==> src/rtl/assert_macros.svh <==
// Assertion macros for the RTL that checks its own behaviour.
`ifndef ASSERT_MACROS_SVH
`define ASSERT_MACROS_SVH

// A condition that must hold at every clock edge outside reset.
`define NCBF_ASSERT(name, cond, msg) \
  name: assert property (@(posedge clk) disable iff (rst) (cond)) else $error(msg);

// When the antecedent holds, the consequent must hold at the next clock edge.
`define NCBF_ASSERT_NEXT(name, ante, cons, msg) \
  name: assert property (@(posedge clk) disable iff (rst) (ante) |=> (cons)) else $error(msg);

`endif

==> src/rtl/ncbf_pkg.sv <==
// Package with the types, codes and sizes of the note-coded Brainfuck machine.
`default_nettype none

package ncbf_pkg;

  localparam int TAPE_CELLS    = 32768;
  localparam int CELL_MODULUS  = 256;
  localparam int PROGRAM_DEPTH = 4096;
  localparam int SLICE_STEPS   = 65536;

  localparam int DP_W   = $clog2(TAPE_CELLS);
  localparam int CELL_W = $clog2(CELL_MODULUS);
  localparam int PA_W   = $clog2(PROGRAM_DEPTH);
  localparam int PC_W   = PA_W + 1;
  localparam int STEP_W = $clog2(SLICE_STEPS);
  localparam int ALU_W  = (DP_W > PC_W) ? ((DP_W > CELL_W) ? DP_W : CELL_W)
                                        : ((PC_W > CELL_W) ? PC_W : CELL_W);

  localparam logic [7:0] SKIP_MASK = 8'h0A;
  localparam logic [3:0] ONE_MASK  = 4'hA;

  // Command opcodes.
  localparam logic [1:0] OPC_LOAD  = 2'd0;
  localparam logic [1:0] OPC_CLEAR = 2'd1;
  localparam logic [1:0] OPC_START = 2'd2;
  localparam logic [1:0] OPC_CONT  = 2'd3;

  // Result status codes.
  localparam logic [2:0] ST_ACK        = 3'd0;
  localparam logic [2:0] ST_OUTPUT     = 3'd1;
  localparam logic [2:0] ST_NEED_INPUT = 3'd2;
  localparam logic [2:0] ST_HALTED     = 3'd3;
  localparam logic [2:0] ST_BRACKET    = 3'd4;
  localparam logic [2:0] ST_FULL       = 3'd5;
  localparam logic [2:0] ST_NOT_PAUSED = 3'd6;

  // Instruction codes, in the order > < + - . , [ ].
  localparam logic [2:0] INS_RIGHT = 3'd0;
  localparam logic [2:0] INS_LEFT  = 3'd1;
  localparam logic [2:0] INS_INC   = 3'd2;
  localparam logic [2:0] INS_DEC   = 3'd3;
  localparam logic [2:0] INS_OUT   = 3'd4;
  localparam logic [2:0] INS_IN    = 3'd5;
  localparam logic [2:0] INS_OPEN  = 3'd6;
  localparam logic [2:0] INS_CLOSE = 3'd7;

  typedef struct packed {
    logic [1:0] opcode;
    logic [7:0] object_flags;
    logic [3:0] sound_flags;
    logic [7:0] input_byte;
  } cmd_t;

  typedef struct packed {
    logic [2:0]  status;
    logic [7:0]  out_byte;
    logic [12:0] program_length;
  } result_t;

  typedef enum logic [1:0] {
    MODE_IDLE,
    MODE_RESUME,
    MODE_WAIT
  } mode_t;

  typedef enum logic [3:0] {
    S_CLEAR,
    S_IDLE,
    S_SKIP_IN,
    S_FETCH,
    S_EXEC,
    S_ADV,
    S_SF_INC,
    S_SF_CHK,
    S_SF_DEP,
    S_SB_CHK,
    S_SB_DEP
  } state_t;

  typedef enum logic {
    ALU_INC,
    ALU_DEC
  } alu_op_t;

  typedef struct packed {
    alu_op_t          op;
    logic [ALU_W-1:0] a;
    logic [ALU_W-1:0] limit;
  } alu_req_t;

  typedef struct packed {
    logic [ALU_W-1:0] res;
    logic             a_zero;
    logic             res_zero;
  } alu_rsp_t;

endpackage

`default_nettype wire

==> src/rtl/ncbf_alu.sv <==
// Shared step unit: increments or decrements one operand with wrap at a limit.
`default_nettype none

module ncbf_alu
  import ncbf_pkg::*;
(
  input  wire alu_req_t req,
  output alu_rsp_t      rsp
);

  logic [ALU_W-1:0] res;

  always_comb begin
    case (req.op)
      ALU_INC: res = (req.a == req.limit) ? '0 : req.a + ALU_W'(1);
      ALU_DEC: res = (req.a == '0) ? req.limit : req.a - ALU_W'(1);
      default: res = req.a;
    endcase
  end

  assign rsp.res      = res;
  assign rsp.a_zero   = (req.a == '0);
  assign rsp.res_zero = (res == '0);

endmodule

`default_nettype wire

==> config.mk <==
export PLATFORM = sky130hd
export DESIGN_NAME = ncbf_alu
export DESIGN_NICKNAME = d
export VERILOG_FILES = /design/src/rtl/assert_macros.svh /design/src/rtl/ncbf_pkg.sv /design/src/rtl/ncbf_alu.sv
export SDC_FILE = /design/constraint.sdc
export NUM_CORES = 1
export LEC_CHECK = 0
export BUFFER_PORTS_ARGS = -buffer_cell sky130_fd_sc_hd__buf_2
export CAP_MARGIN = 15
export CORE_MARGIN = 4
export CORE_UTILIZATION = 55
export DETAILED_ROUTE_END_ITERATION = 12
export PLACE_DENSITY = 0.95
export RECOVER_POWER = 100
export SLEW_MARGIN = 20
export SYNTH_ARGS = -nofsm -noshare
export SYNTH_HDL_FRONTEND = slang
export SYNTH_SLANG_ARGS = --single-unit
==> constraint.sdc <==
create_clock -name vclk -period 5.75
set_clock_uncertainty 0.15 [all_clocks]
set_input_delay 0.575 -clock vclk [all_inputs]
set_output_delay 0.575 -clock vclk [all_outputs]
set_load 0.01 [all_outputs]
==> results_dict.tcl <==
set metrics [dict create \
    routed_via_density 6.15 \
    synth_top_family_by_area "simple AND/OR/NAND/NOR gates" \
    routedWlPerCell_microns 15.4 \
    drtIter0Drc 73 \
    sequentialPowerShare_pct 0 \
    rsz0062_at_grt "false" \
    die_y_microns 56.2 \
    area_delta_synth_final_pct 8.43 \
    endpoint_kind "output pin" \
    leakagePower_nw 0.509 \
    finalSetupTns_ns 0 \
    mappedNetlistNets 223 \
    slew_headroom_pct 31.4 \
    p_sw_share_pct 60.8 \
    grt_pass1_vias 1307 \
    rows 17 \
    startpoint_type "primary input" \
    gp_congestion 0.954 \
    mostFrequentLayoutCells "buf_2 (33), xor2_1 (20), nor2_1 (20)" \
    post-route-period-util_pct 76.0 \
    post_cts_resized 0 \
    status "finished clean" \
    dr.pass1.iters 4 \
    post-route-drc-count 0 \
    seq_area_frac_synth_pct 0 \
    maxCapViolCount 0 \
    post_cts_buffers 0 \
    min-delay-path-class "in -> out" \
    final_nets 255 \
    synth_fa_ha_area_share_pct 2.94 \
    clock_power_share_pct 0 \
    synth-compound-area-share_pct 22.2 \
    timing.fmax_ghz 0.229 \
    synthesis.area_sq_um 1280 \
    wirelength_microns 3800 \
    critical_path_class "in -> out" \
    peakVddDrop_v 0.0000421 \
    hold_viol 0 \
    synthSimpleGateAreaFrac_pct 37.2 \
    grt_first_pass_wirelength_microns 6150 \
    drive_above_1_share_pct 20.5 \
    portBuffers 48 \
    power.switching_uw 58.4 \
    yosys_warnings 0 \
    setup_viol 0 \
    dp_hpwl_microns 3000 \
    die_area_sq_um 3160 \
    tightest_slew_ns 1.02 \
    fp.dieW_microns 56.2 \
    maxSlewViolCount 0 \
    p_comb_share_pct 100.0 \
    synth_area_per_cell_sq_um 6.75 \
    n_sequential_cell 0 \
    seq_area_sq_um 0 \
    antenna_found_initial 0 \
    grt_overflow 0 \
    io_pins 48 \
    synthCells 189 \
    powerDensity_nw_per_um2 69.4 \
    internal_power_uw 37.7 \
    stdcell_area_sq_um 1380 \
    ant_nets 0 \
    synth_xor_area_share_pct 25.4 \
    n_clock_buffer 0 \
    initial_core_util_pct 57.7 \
    fin_crit_ns 4.37 \
    antenna_cells 0 \
    grt_usage_pct 23.0 \
    required_ns 5.03 \
    postCtsHoldBufs 0 \
    arrival_ns 3.64 \
    synth.area.mux_share_pct 0.784 \
    grt_max_degree 28 \
    synth_cell_types 49 \
    placed_area_sq_um 1420 \
    mostFrequentLayoutCell "buf_2" \
    core_area_sq_um 2210 \
    worstPathMaxFanout 27 \
    vias 1518 \
]
-- per-stage QoR --
| step | utilization (%) | setup slack, ns | power [mW] | instances | hold WS [ns] |
|---|---|---|---|---|---|
| 2_1_floorplan | - | 2.47 | 0.0688 | 189 | 1.19 |
| 3_3_place_gp | 64.3 | 1.99 | 0.0954 | 247 | 1.40 |
| 3_5_place_dp | 64.3 | 1.88 | 0.0968 | 247 | 1.40 |
| 4_1_cts | 64.3 | 1.88 | 0.0972 | 247 | 1.40 |
| 5_1_grt | 62.6 | 1.05 | 0.105 | 247 | 1.48 |
| 6_report | 62.6 | 1.38 | 0.0961 | 247 | 1.43 |
-- area by class of cell --
class                      count  area, sq um
tap                           28         35.0
timing repair buffer          48          221
inverter                       5         18.8
multi-input combinational    166         1110
fill                         217          828
-- power by group through the flow --
stage | logic (mW) | registers [mW] | clock network (mW)
after CTS | 0.0972 | 0 | 0
after global routing | 0.105 | 0 | 0
after global placement | 0.0954 | 0 | 0
after floorplan | 0.0688 | 0 | 0
after detailed placement | 0.0968 | 0 | 0
final | 0.0961 | 0 | 0
-- worst max-delay path: stages --
cell      delay (ns)
clkbuf_1        0.19
inv_1           0.15
ha_1            0.22
nor3b_1         0.21
nand4_1         0.80
o21ai_0         0.60
o221ai_1        0.16
nor4_1          0.23
nand4b_1        0.15
nor3_2          0.17
clkbuf_1        0.17
-- logic make-up (layout without fill, tap and decap cells) --
group,after synthesis,after routing
xor+xnor,37,37
mux,1,1
fa+ha+maj,3,3
buf+inv,23,53
compound gates,42,42
simple gates,83,83
-- cell usage after synthesis (5+ instances only) --
master | number | area, sq um
nor2_1 | 20 | 75.1
xor2_1 | 20 | 175
nand2_1 | 17 | 63.8
xnor2_1 | 17 | 149
o21ai_0 | 10 | 50.1
nor3_1 | 9 | 45.0
nand3_1 | 8 | 40.0
o22ai_1 | 7 | 43.8
a21oi_1 | 6 | 30.0
buf_6 | 6 | 67.6
inv_1 | 5 | 18.8
nor4_1 | 5 | 31.3
-- layer usage --
layer	vias to the layer above	global-route usage (%)	routed length, microns
li1	740	-	-
met1	686	32.5	1600
met2	84	37.7	1750
met3	8	2.78	386
met4	0	3.05	65
met5	-	0	0
-- worst paths after layout --
check             cells past startpoint      to  slack [ns]  startpoint
setup / recovery                     11  rsp[0]        1.38     req[15]
hold / removal                        4  rsp[5]        1.43      req[3]
Power figures use the tool's default switching activity.
