<file path="src/rtl/assert_macros.svh">
// Assertion macros for the RTL that checks its own behaviour.
`ifndef ASSERT_MACROS_SVH
`define ASSERT_MACROS_SVH

// A condition that must hold at every clock edge outside reset.
`define NCBF_ASSERT(name, cond, msg) \
  name: assert property (@(posedge clk) disable iff (rst) (cond)) else $error(msg);

// When the antecedent holds, the consequent must hold at the next clock edge.
`define NCBF_ASSERT_NEXT(name, ante, cons, msg) \
  name: assert property (@(posedge clk) disable iff (rst) (ante) |=> (cons)) else $error(msg);

`endif

</file>
<file path="src/rtl/ncbf_ram.sv">
// Simple dual-port RAM with one write port and one registered read port.
`default_nettype none

module ncbf_ram #(
  parameter int DEPTH = 16,
  parameter int WIDTH = 8
) (
  input  wire logic                     clk,
  input  wire logic                     we,
  input  wire logic [$clog2(DEPTH)-1:0] waddr,
  input  wire logic [WIDTH-1:0]         wdata,
  input  wire logic [$clog2(DEPTH)-1:0] raddr,
  output logic      [WIDTH-1:0]         rdata
);

  logic [WIDTH-1:0] mem [DEPTH];

  always_ff @(posedge clk) begin
    if (we) begin
      mem[waddr] <= wdata;
    end
  end

  always_ff @(posedge clk) begin
    rdata <= mem[raddr];
  end

endmodule

`default_nettype wire

</file>
<file path="config.mk">
export PLATFORM = sky130hd
export DESIGN_NAME = ncbf_ram
export DESIGN_NICKNAME = d
export VERILOG_FILES = /design/src/rtl/assert_macros.svh /design/src/rtl/ncbf_ram.sv
export SDC_FILE = /design/constraint.sdc
export NUM_CORES = 1
export LEC_CHECK = 0
export BUFFER_PORTS_ARGS = -buffer_cell sky130_fd_sc_hd__clkbuf_2
export CAP_MARGIN = 15
export CORE_ASPECT_RATIO = 1.2
export CORE_UTILIZATION = 35
export DETAILED_ROUTE_END_ITERATION = 12
export PLACE_DENSITY_LB_ADDON = 0.08
export SKIP_LAST_GASP = 1
export SLEW_MARGIN = 30
export SYNTH_ARGS = -nofsm -noshare
export SYNTH_HDL_FRONTEND = slang
export SYNTH_SLANG_ARGS = --single-unit
</file>
<file path="constraint.sdc">
create_clock -name clk -period 2.3 [get_ports clk]
set_input_delay 0.115 -clock clk [delete_from_list [all_inputs] [get_ports clk]]
set_output_delay 0.115 -clock clk [all_outputs]
set_load 0.005 [all_outputs]
</file>
==> results of run 1 <==
[per-stage QoR]
stage	total power, W	utilization (%)	hold WS, ps
3_5_place_dp	0.00311	39.0	492
4_1_cts	0.00551	42.7	126
2_1_floorplan	0.00298	-	214
3_3_place_gp	0.00311	39.0	498
5_1_grt	0.00565	42.7	161
6_report	0.00544	42.7	118
[worst max-delay path, stage by stage, from the launching register on]
cell,delay (ps)
edfxtp_1,370
mux4_1,510
a22oi_1,340
nand2_1,140
[registers in the layout, summed over array words and instances, names as in the netlist]
register / count
mem: 128
rdata: 8
[power groups by stage]
stage | Clock (W) | Sequential (W) | Combinational, W
global route | 0.00257 | 0.00279 | 0.000288
floorplan | 0 | 0.00284 | 0.000141
global placement | 0 | 0.00284 | 0.000268
finish | 0.00239 | 0.00279 | 0.000262
detailed placement | 0 | 0.00284 | 0.000271
CTS | 0.00245 | 0.00279 | 0.000271
[synthesized netlist by cell type, drive strengths merged]
cell type	number	share of area, %
edfxtp	128	75
mux4	32	15
a22oi	16	2.3
nor2	13	0.95
nand2	9	0.66
dfxtp	8	3.1
buf	7	1.1
nor3	4	0.39
clkdlybuf4s25	3	0.58
nand2b	2	0.24
nand3b	2	0.29
and2	1	0.12
and2b	1	0.15
nand3	1	0.097
nor2b	1	0.12
or3b	1	0.17
[final timing paths]
check,startpoint,endpoint,cells past startpoint
worst min-delay path,wdata[4],mem[4][4],1
worst min register to register,mem[4][1],rdata[1],3
worst max-delay path,mem[0][0],rdata[0],3
worst max register to register,mem[0][0],rdata[0],3
[final cells by class]
type | instances | area, um2
Multi-Input combinational cell | 83 | 1060
Timing Repair Buffer | 49 | 318
Clock buffer | 28 | 507
Sequential cell | 136 | 4000
Tap cell | 175 | 219
Clock inverter | 4 | 20.0
Fill cell | 1243 | 8230
[layout by cell type (no fill, tap or decap), drive strengths merged, types with 2 or more instances in the layout]
cell type,netlist,layout
mux4,32,32
edfxtp,128,128
clkbuf,0,53
nor2,13,13
buf,7,24
a22oi,16,16
nand2b,2,2
dfxtp,8,8
clkinv,0,4
nand3b,2,2
nand2,9,9
nor3,4,4
[cells by family after synthesis]
logic type | count (synthesis)
compound gates | 16
simple gates | 35
flops | 136
buf+inv | 10
mux | 32
[per-layer routing]
layer	GRT usage, %	part of all wire, %
met4	6.67	1.7
met1	21.0	46
met5	0	0
met2	24.7	48
met3	4.89	3.8
==> out/results.tsv, run 1 <==
stage	metric	value	unit
power	Reg power frac	51.2	%
layout	ANT cells	0	
route	via count	2481	
clock_tree	Clock Root Buffer	clkbuf_16	
timing	Setup Viol. Count Final	0	
clock_tree	CTS tree	built	
timing	Final Skew	5.20	ps
route	TritonRoute pass-1 iters	4	
placement	Post-Place Cell Area	5600	um2
clock_tree	clk sink count	136	
synth	Synth cell types	19	
grt	largest net degree at the start of global routing	18	
setup_path	critical path launch point type	register	
floorplanning	Die Span Y	135	um
timing	Final Hold Fails	0	
clock_tree	Clock Latency Late Sink	410	ps
clock_tree	cts bufs inserted	17	
layout	share of layout cells above drive strength 1	31.0	%
power	share of total power in the clock network	44.0	%
synth	Ys Warns	0	
grt	first-pass GRT wire length	16400	um
placement	placed cells	443	
floorplanning	initial core utilization	35.9	%
route	DR DRC count	0	
timing	Final Worst Setup Slack	804	ps
timing	relative slew slack	38.3	%
synth	synthesized flop and latch total	136	
layout	Layout area overhead	19.0	%
timing	unrepaired setup endpoints after global routing	false	
floorplanning	Core Rows	48	
power	VDD IR-drop max	505	uV
grt	Tot GR Track Use	16.0	%
flow_run	number of max-cap violations	0	
power	sw frac	19.7	%
setup_path	CP required	2580	ps
floorplanning	die area	15200	um2
setup_path	CP Capture Type	register	
status	status	complete, no violations	
synth	Synth Area in Compound Gates	2.33	%
synth	post-synthesis sequential area ratio	77.8	%
timing	min Tclk post-route	1500	ps
synth	Mean Syn Cell Area	22.5	um2
placement	placer congestion estimate	0.770	
layout	post-route insts no fill	475	
synth	Post-Synth Adder-Cell Area	0	%
grt	vias in the first global route	2581	
route	WL/cell	22.8	um
clock_tree	clk slew on worst S/H paths	60	ps
timing	Final Max Slew Viols	0	
synth	XOR/XNOR Fraction of Synth Area	0	%
timing	fmax	668	MHz
synth	Syn Inst Count	229	
route	WL final	10800	um
timing	Worst Tran Pin Value	921	ps
power	Psw	0.00107	W
setup_path	Worst EP arrival	1770	ps
grt	initial antenna violation count	0	
clock_tree	Clock Path Buffers	2	
clock_tree	setup bufs post-CTS	0	
layout	nets@finish	305	
power	Pint	0.00437	W
clock_tree	H-tree levels	4	
route	Via density	5.22	
clock_tree	Post-CTS Hold Fix Bufs	0	
floorplanning	I/O pin count	26	
power	Leakage	2.09	nW
timing	setup_tns	0	ps
worst_hold_path	Hold Path Class	in -> reg	
route	Iteration-0 DRC Markers	153	
timing	period utilisation layout	65.1	%
setup_path	CP Max Fanout	1	
clock_tree	number of gates resized after cts	0	
power	Comb pwr share	4.8	%
floorplanning	die width	113	um
placement	PortBufs	25	
setup_path	WS Path Type	reg -> reg	
synth	largest family of logic cells by synthesized area	multiplexers	
placement	pre-CTS setup slack	500	ps
synth	Mapped Area	5150	um2
synth	syn nets	247	
floorplanning	Core ar.	14400	um2
synth	Synth Area in Simple Gates	3.18	%
placement	Post-DP HPWL	7060	um
grt	total congestion overflow	0	
synth	multiplexer share of the synthesized area	15.0	%
route	post-route ant nets	0	
layout	Finished Cell Area	6120	um2
power	PD cells	889	nW/um2
setup_path	Reg2Reg Setup Slack	800	ps
Note: power is estimated with default switching activity, not from simulation.
==> inputs of run 2 (changes only) <==
--- a/config.mk
+++ b/config.mk
@@ -5,6 +5,7 @@
 export SDC_FILE = /design/constraint.sdc
 export NUM_CORES = 1
 export LEC_CHECK = 0
+export ABC_AREA = 1
 export BUFFER_PORTS_ARGS = -buffer_cell sky130_fd_sc_hd__clkbuf_2
 export CAP_MARGIN = 15
 export CORE_ASPECT_RATIO = 1.2
==> constraint.sdc (replaced) <==
create_clock -name clk -period 1.3 [get_ports clk]
set_input_delay 0.065 -clock clk [delete_from_list [all_inputs] [get_ports clk]]
set_output_delay 0.065 -clock clk [all_outputs]
set_load 0.005 [all_outputs]
==> run 2 against run 1 <==
Net effect:
- clock-buffer cell count is 8 lower
- wire length is 40% higher
- sequential share of layout area is 6.8 points lower
- critical path depth is 2 lower
- worst setup slack worse by 550 ps
- clock power is 88% higher
- combinational power is 150% higher
- cell count is 73% higher
- largest power group unchanged
==> out/results.tsv, run 2 <==
stage	metric	value	unit
setup_path	Crit-path slowest cell	dfxtp_1	
layout	area of the multi-input gates	1210	um2
timing	Final Max Slew Viols	0	
synth	XOR/XNOR Fraction of Synth Area	0	%
setup_path	Top delay family on crit path	flip-flops	
floorplanning	die area	17000	um2
setup_path	CP max stage delay	420	ps
timing	Final Skew	8.24	ps
route	WL/cell	18.4	um
floorplanning	Core Rows	51	
setup_path	Reg2Reg Setup Slack	260	ps
synth	Post-synth EDFFs	128	
flow_run	number of max-cap violations	0	
layout	Top reg by flops	mem	
timing	Setup Viol. Count Final	0	
power	VDD IR-drop max	759	uV
timing	unrepaired setup endpoints after global routing	false	
synth	Synth cell types	12	
worst_hold_path	Hold Path Class	in -> reg	
synth	syn nets	569	
status	status	complete, no violations	
synth	Synth Area in Simple Gates	21.0	%
route	Via density	4.62	
clock_tree	CTS tree	built	
clock_tree	Post-CTS Hold Fix Bufs	0	
route	TritonRoute pass-1 iters	4	
clock_tree	cts bufs inserted	17	
setup_path	cells along the critical path	clkbuf_2	
timing	Worst Tran Pin Value	501	ps
route	Iteration-0 DRC Markers	190	
clock_tree	clk slew on worst S/H paths	50	ps
floorplanning	initial core utilization	35.7	%
setup_path	r2r endpoint	rdata[3]	
synth	Post-Synth Adder-Cell Area	0	%
placement	placer congestion estimate	0.767	
timing	min Tclk post-route	1050	ps
timing	setup_tns	0	ps
timing	fmax	954	MHz
synth	top_reg_cell synth	edfxtp_1	
synth	Mean Syn Cell Area	10.5	um2
layout	Layout area overhead	18.5	%
timing	relative slew slack	66.6	%
layout	fillers	1580	
layout	most frequent cells in the layout	173 x nand2_1, 128 x edfxtp_1, 100 x inv_1, 97 x nand3_1, 25 x clkbuf_2	
timing	period utilisation layout	80.6	%
synth	Syn Inst Count	551	
route	post-route ant nets	0	
placement	Post-DP HPWL	10300	um
floorplanning	Core ar.	16100	um2
setup_path	Worst EP arrival	980	ps
synth	top cell type's share of synthesized area	66.7	%
power	post-layout power	0.0101	W
setup_path	Crit. Startpoint	rdata[3]	
setup_path	CP Capture Type	output port	
synth	most numerous cell in the Yosys netlist	nand2_1	
power	Leakage	2.96	nW
clock_tree	number of gates resized after cts	0	
floorplanning	I/O pin count	26	
placement	PortBufs	25	
grt	initial antenna violation count	0	
grt	Tot GR Track Use	19.3	%
floorplanning	Die Span Y	143	um
setup_path	Reg-to-Reg Start	mem[13][3]	
route	DR DRC count	0	
power	PD cells	1480	nW/um2
layout	commonest non-fill, non-tap cell in the layout	nand2_1	
layout	Layout Utilization	42.3	%
synth	synthesized flop and latch total	136	
setup_path	Worst Setup EP	rdata[3]	
synth	area leader, netlist	edfxtp_1	
grt	first-pass GRT wire length	23000	um
layout	share of layout cells above drive strength 1	13.4	%
floorplanning	die width	119	um
clock_tree	Clock Root Buffer	clkbuf_16	
layout	Regs by FF count	mem x128, rdata x8	
layout	Reg area	4000	um2
route	via count	3807	
setup_path	critical path launch point type	register	
synth	Ys Warns	0	
grt	largest net degree at the start of global routing	32	
setup_path	Worst Path Buf+Inv	1	
synth	fraction of registers with async set/reset	0	%
layout	number of flip-flops in the largest register	128	
clock_tree	Clock Path Buffers	2	
layout	post-route insts no fill	824	
synth	post-synthesis sequential area ratio	69.4	%
layout	nets@finish	619	
setup_path	CP required	1240	ps
synth	multiplexer share of the synthesized area	0	%
clock_tree	setup bufs post-CTS	0	
timing	Final Hold Fails	0	
clock_tree	Clock Latency Late Sink	420	ps
synth	largest family of logic cells by synthesized area	simple AND/OR/NAND/NOR gates	
clock_tree	clk sink count	136	
setup_path	CP Max Fanout	1	
placement	placed cells	794	
synth	Synth Area in Compound Gates	0	%
setup_path	FF-to-FF path depth	6	
grt	total congestion overflow	0	
route	WL final	15100	um
clock_tree	H-tree levels	4	
synth	Mapped Area	5770	um2
synth	synth top area cells	edfxtp_1 67%, nand2_1 11%, nand3_1 8.4%	
synth	top cells by count, synth	173 x nand2_1, 128 x edfxtp_1, 100 x inv_1	
setup_path	instance count on the critical path	1	
layout	ANT cells	0	
setup_path	WS Path Type	reg -> out	
grt	vias in the first global route	3787	
-- run 2: cell count changes in the layout (fill, tap and decap cells not counted), moves of 4 or more --
cell	previous run	this run
mux4_2	18	0
clkbuf_1	7	3
a22oi_1	16	0
buf_12	1	6
clkbuf_8	4	0
inv_1	0	100
nand2_1	9	173
nor3_1	4	0
nor2_1	13	17
nand3_1	1	97
mux4_1	14	0
-- run 2: worst min path at each step --
stage / from / to / cells after the start / slack, ps
floorplan: wdata[0] / mem[0][0] / 0 / 160
global placement: rdata[2] / rdata[2] / 1 / 440
detailed placement: rdata[6] / rdata[6] / 1 / 440
CTS: raddr[3] / rdata[1] / 3 / 10
global route: raddr[3] / rdata[1] / 3 / 30
finish: raddr[3] / rdata[1] / 3 / 20
-- run 2: cell families after synthesis --
kind of cell           Yosys count
buffers and inverters          126
DFF                            136
and+or+nand+nor                289
-- run 2: cell type report --
| cell class | count | share of cell area (%) |
|---|---|---|
| sequential | 136 | 58.6 |
| multi-input combinational | 289 | 17.8 |
| clock buffer | 20 | 6.39 |
| timing repair buffer | 55 | 6.22 |
| inverter | 102 | 5.60 |
| tap | 212 | 3.88 |
| clock inverter | 10 | 1.56 |
-- run 2: metal layers --
metal	global-route usage, %	share of wire (%)	vias up
met1	23.9	45	1849
met3	4.39	3.5	14
met2	32.6	50	69
li1	-	-	1875
met4	7.59	1.8	0
met5	0	0	-
-- run 2: power by group --
| group | internal (W) | leakage (nW) | total, W | switching (W) |
|---|---|---|---|---|
| clock | 0.00277 | 0.261 | 0.00449 | 0.00172 |
| combinational | 0.000211 | 1.48 | 0.000655 | 0.000444 |
| sequential | 0.00490 | 1.22 | 0.00494 | 0.0000389 |
-- run 2: worst register-to-register path, stage by stage (launching register included) --
cell and delay (ps):
edfxtp_1 370, inv_1 60, nand2_1 50, nand3_1 80, nand3_1 150, nand3_1 160, nand2_1 60
-- run 2: through the flow --
step	setup slack [ps]	hold slack, ps	area (um2)
floorplan	284	164	5770
global placement	151	439	6290
detailed placement	134	439	6290
CTS	233	9.97	6830
global route	173	33.1	6830
finish	252	22.9	6830
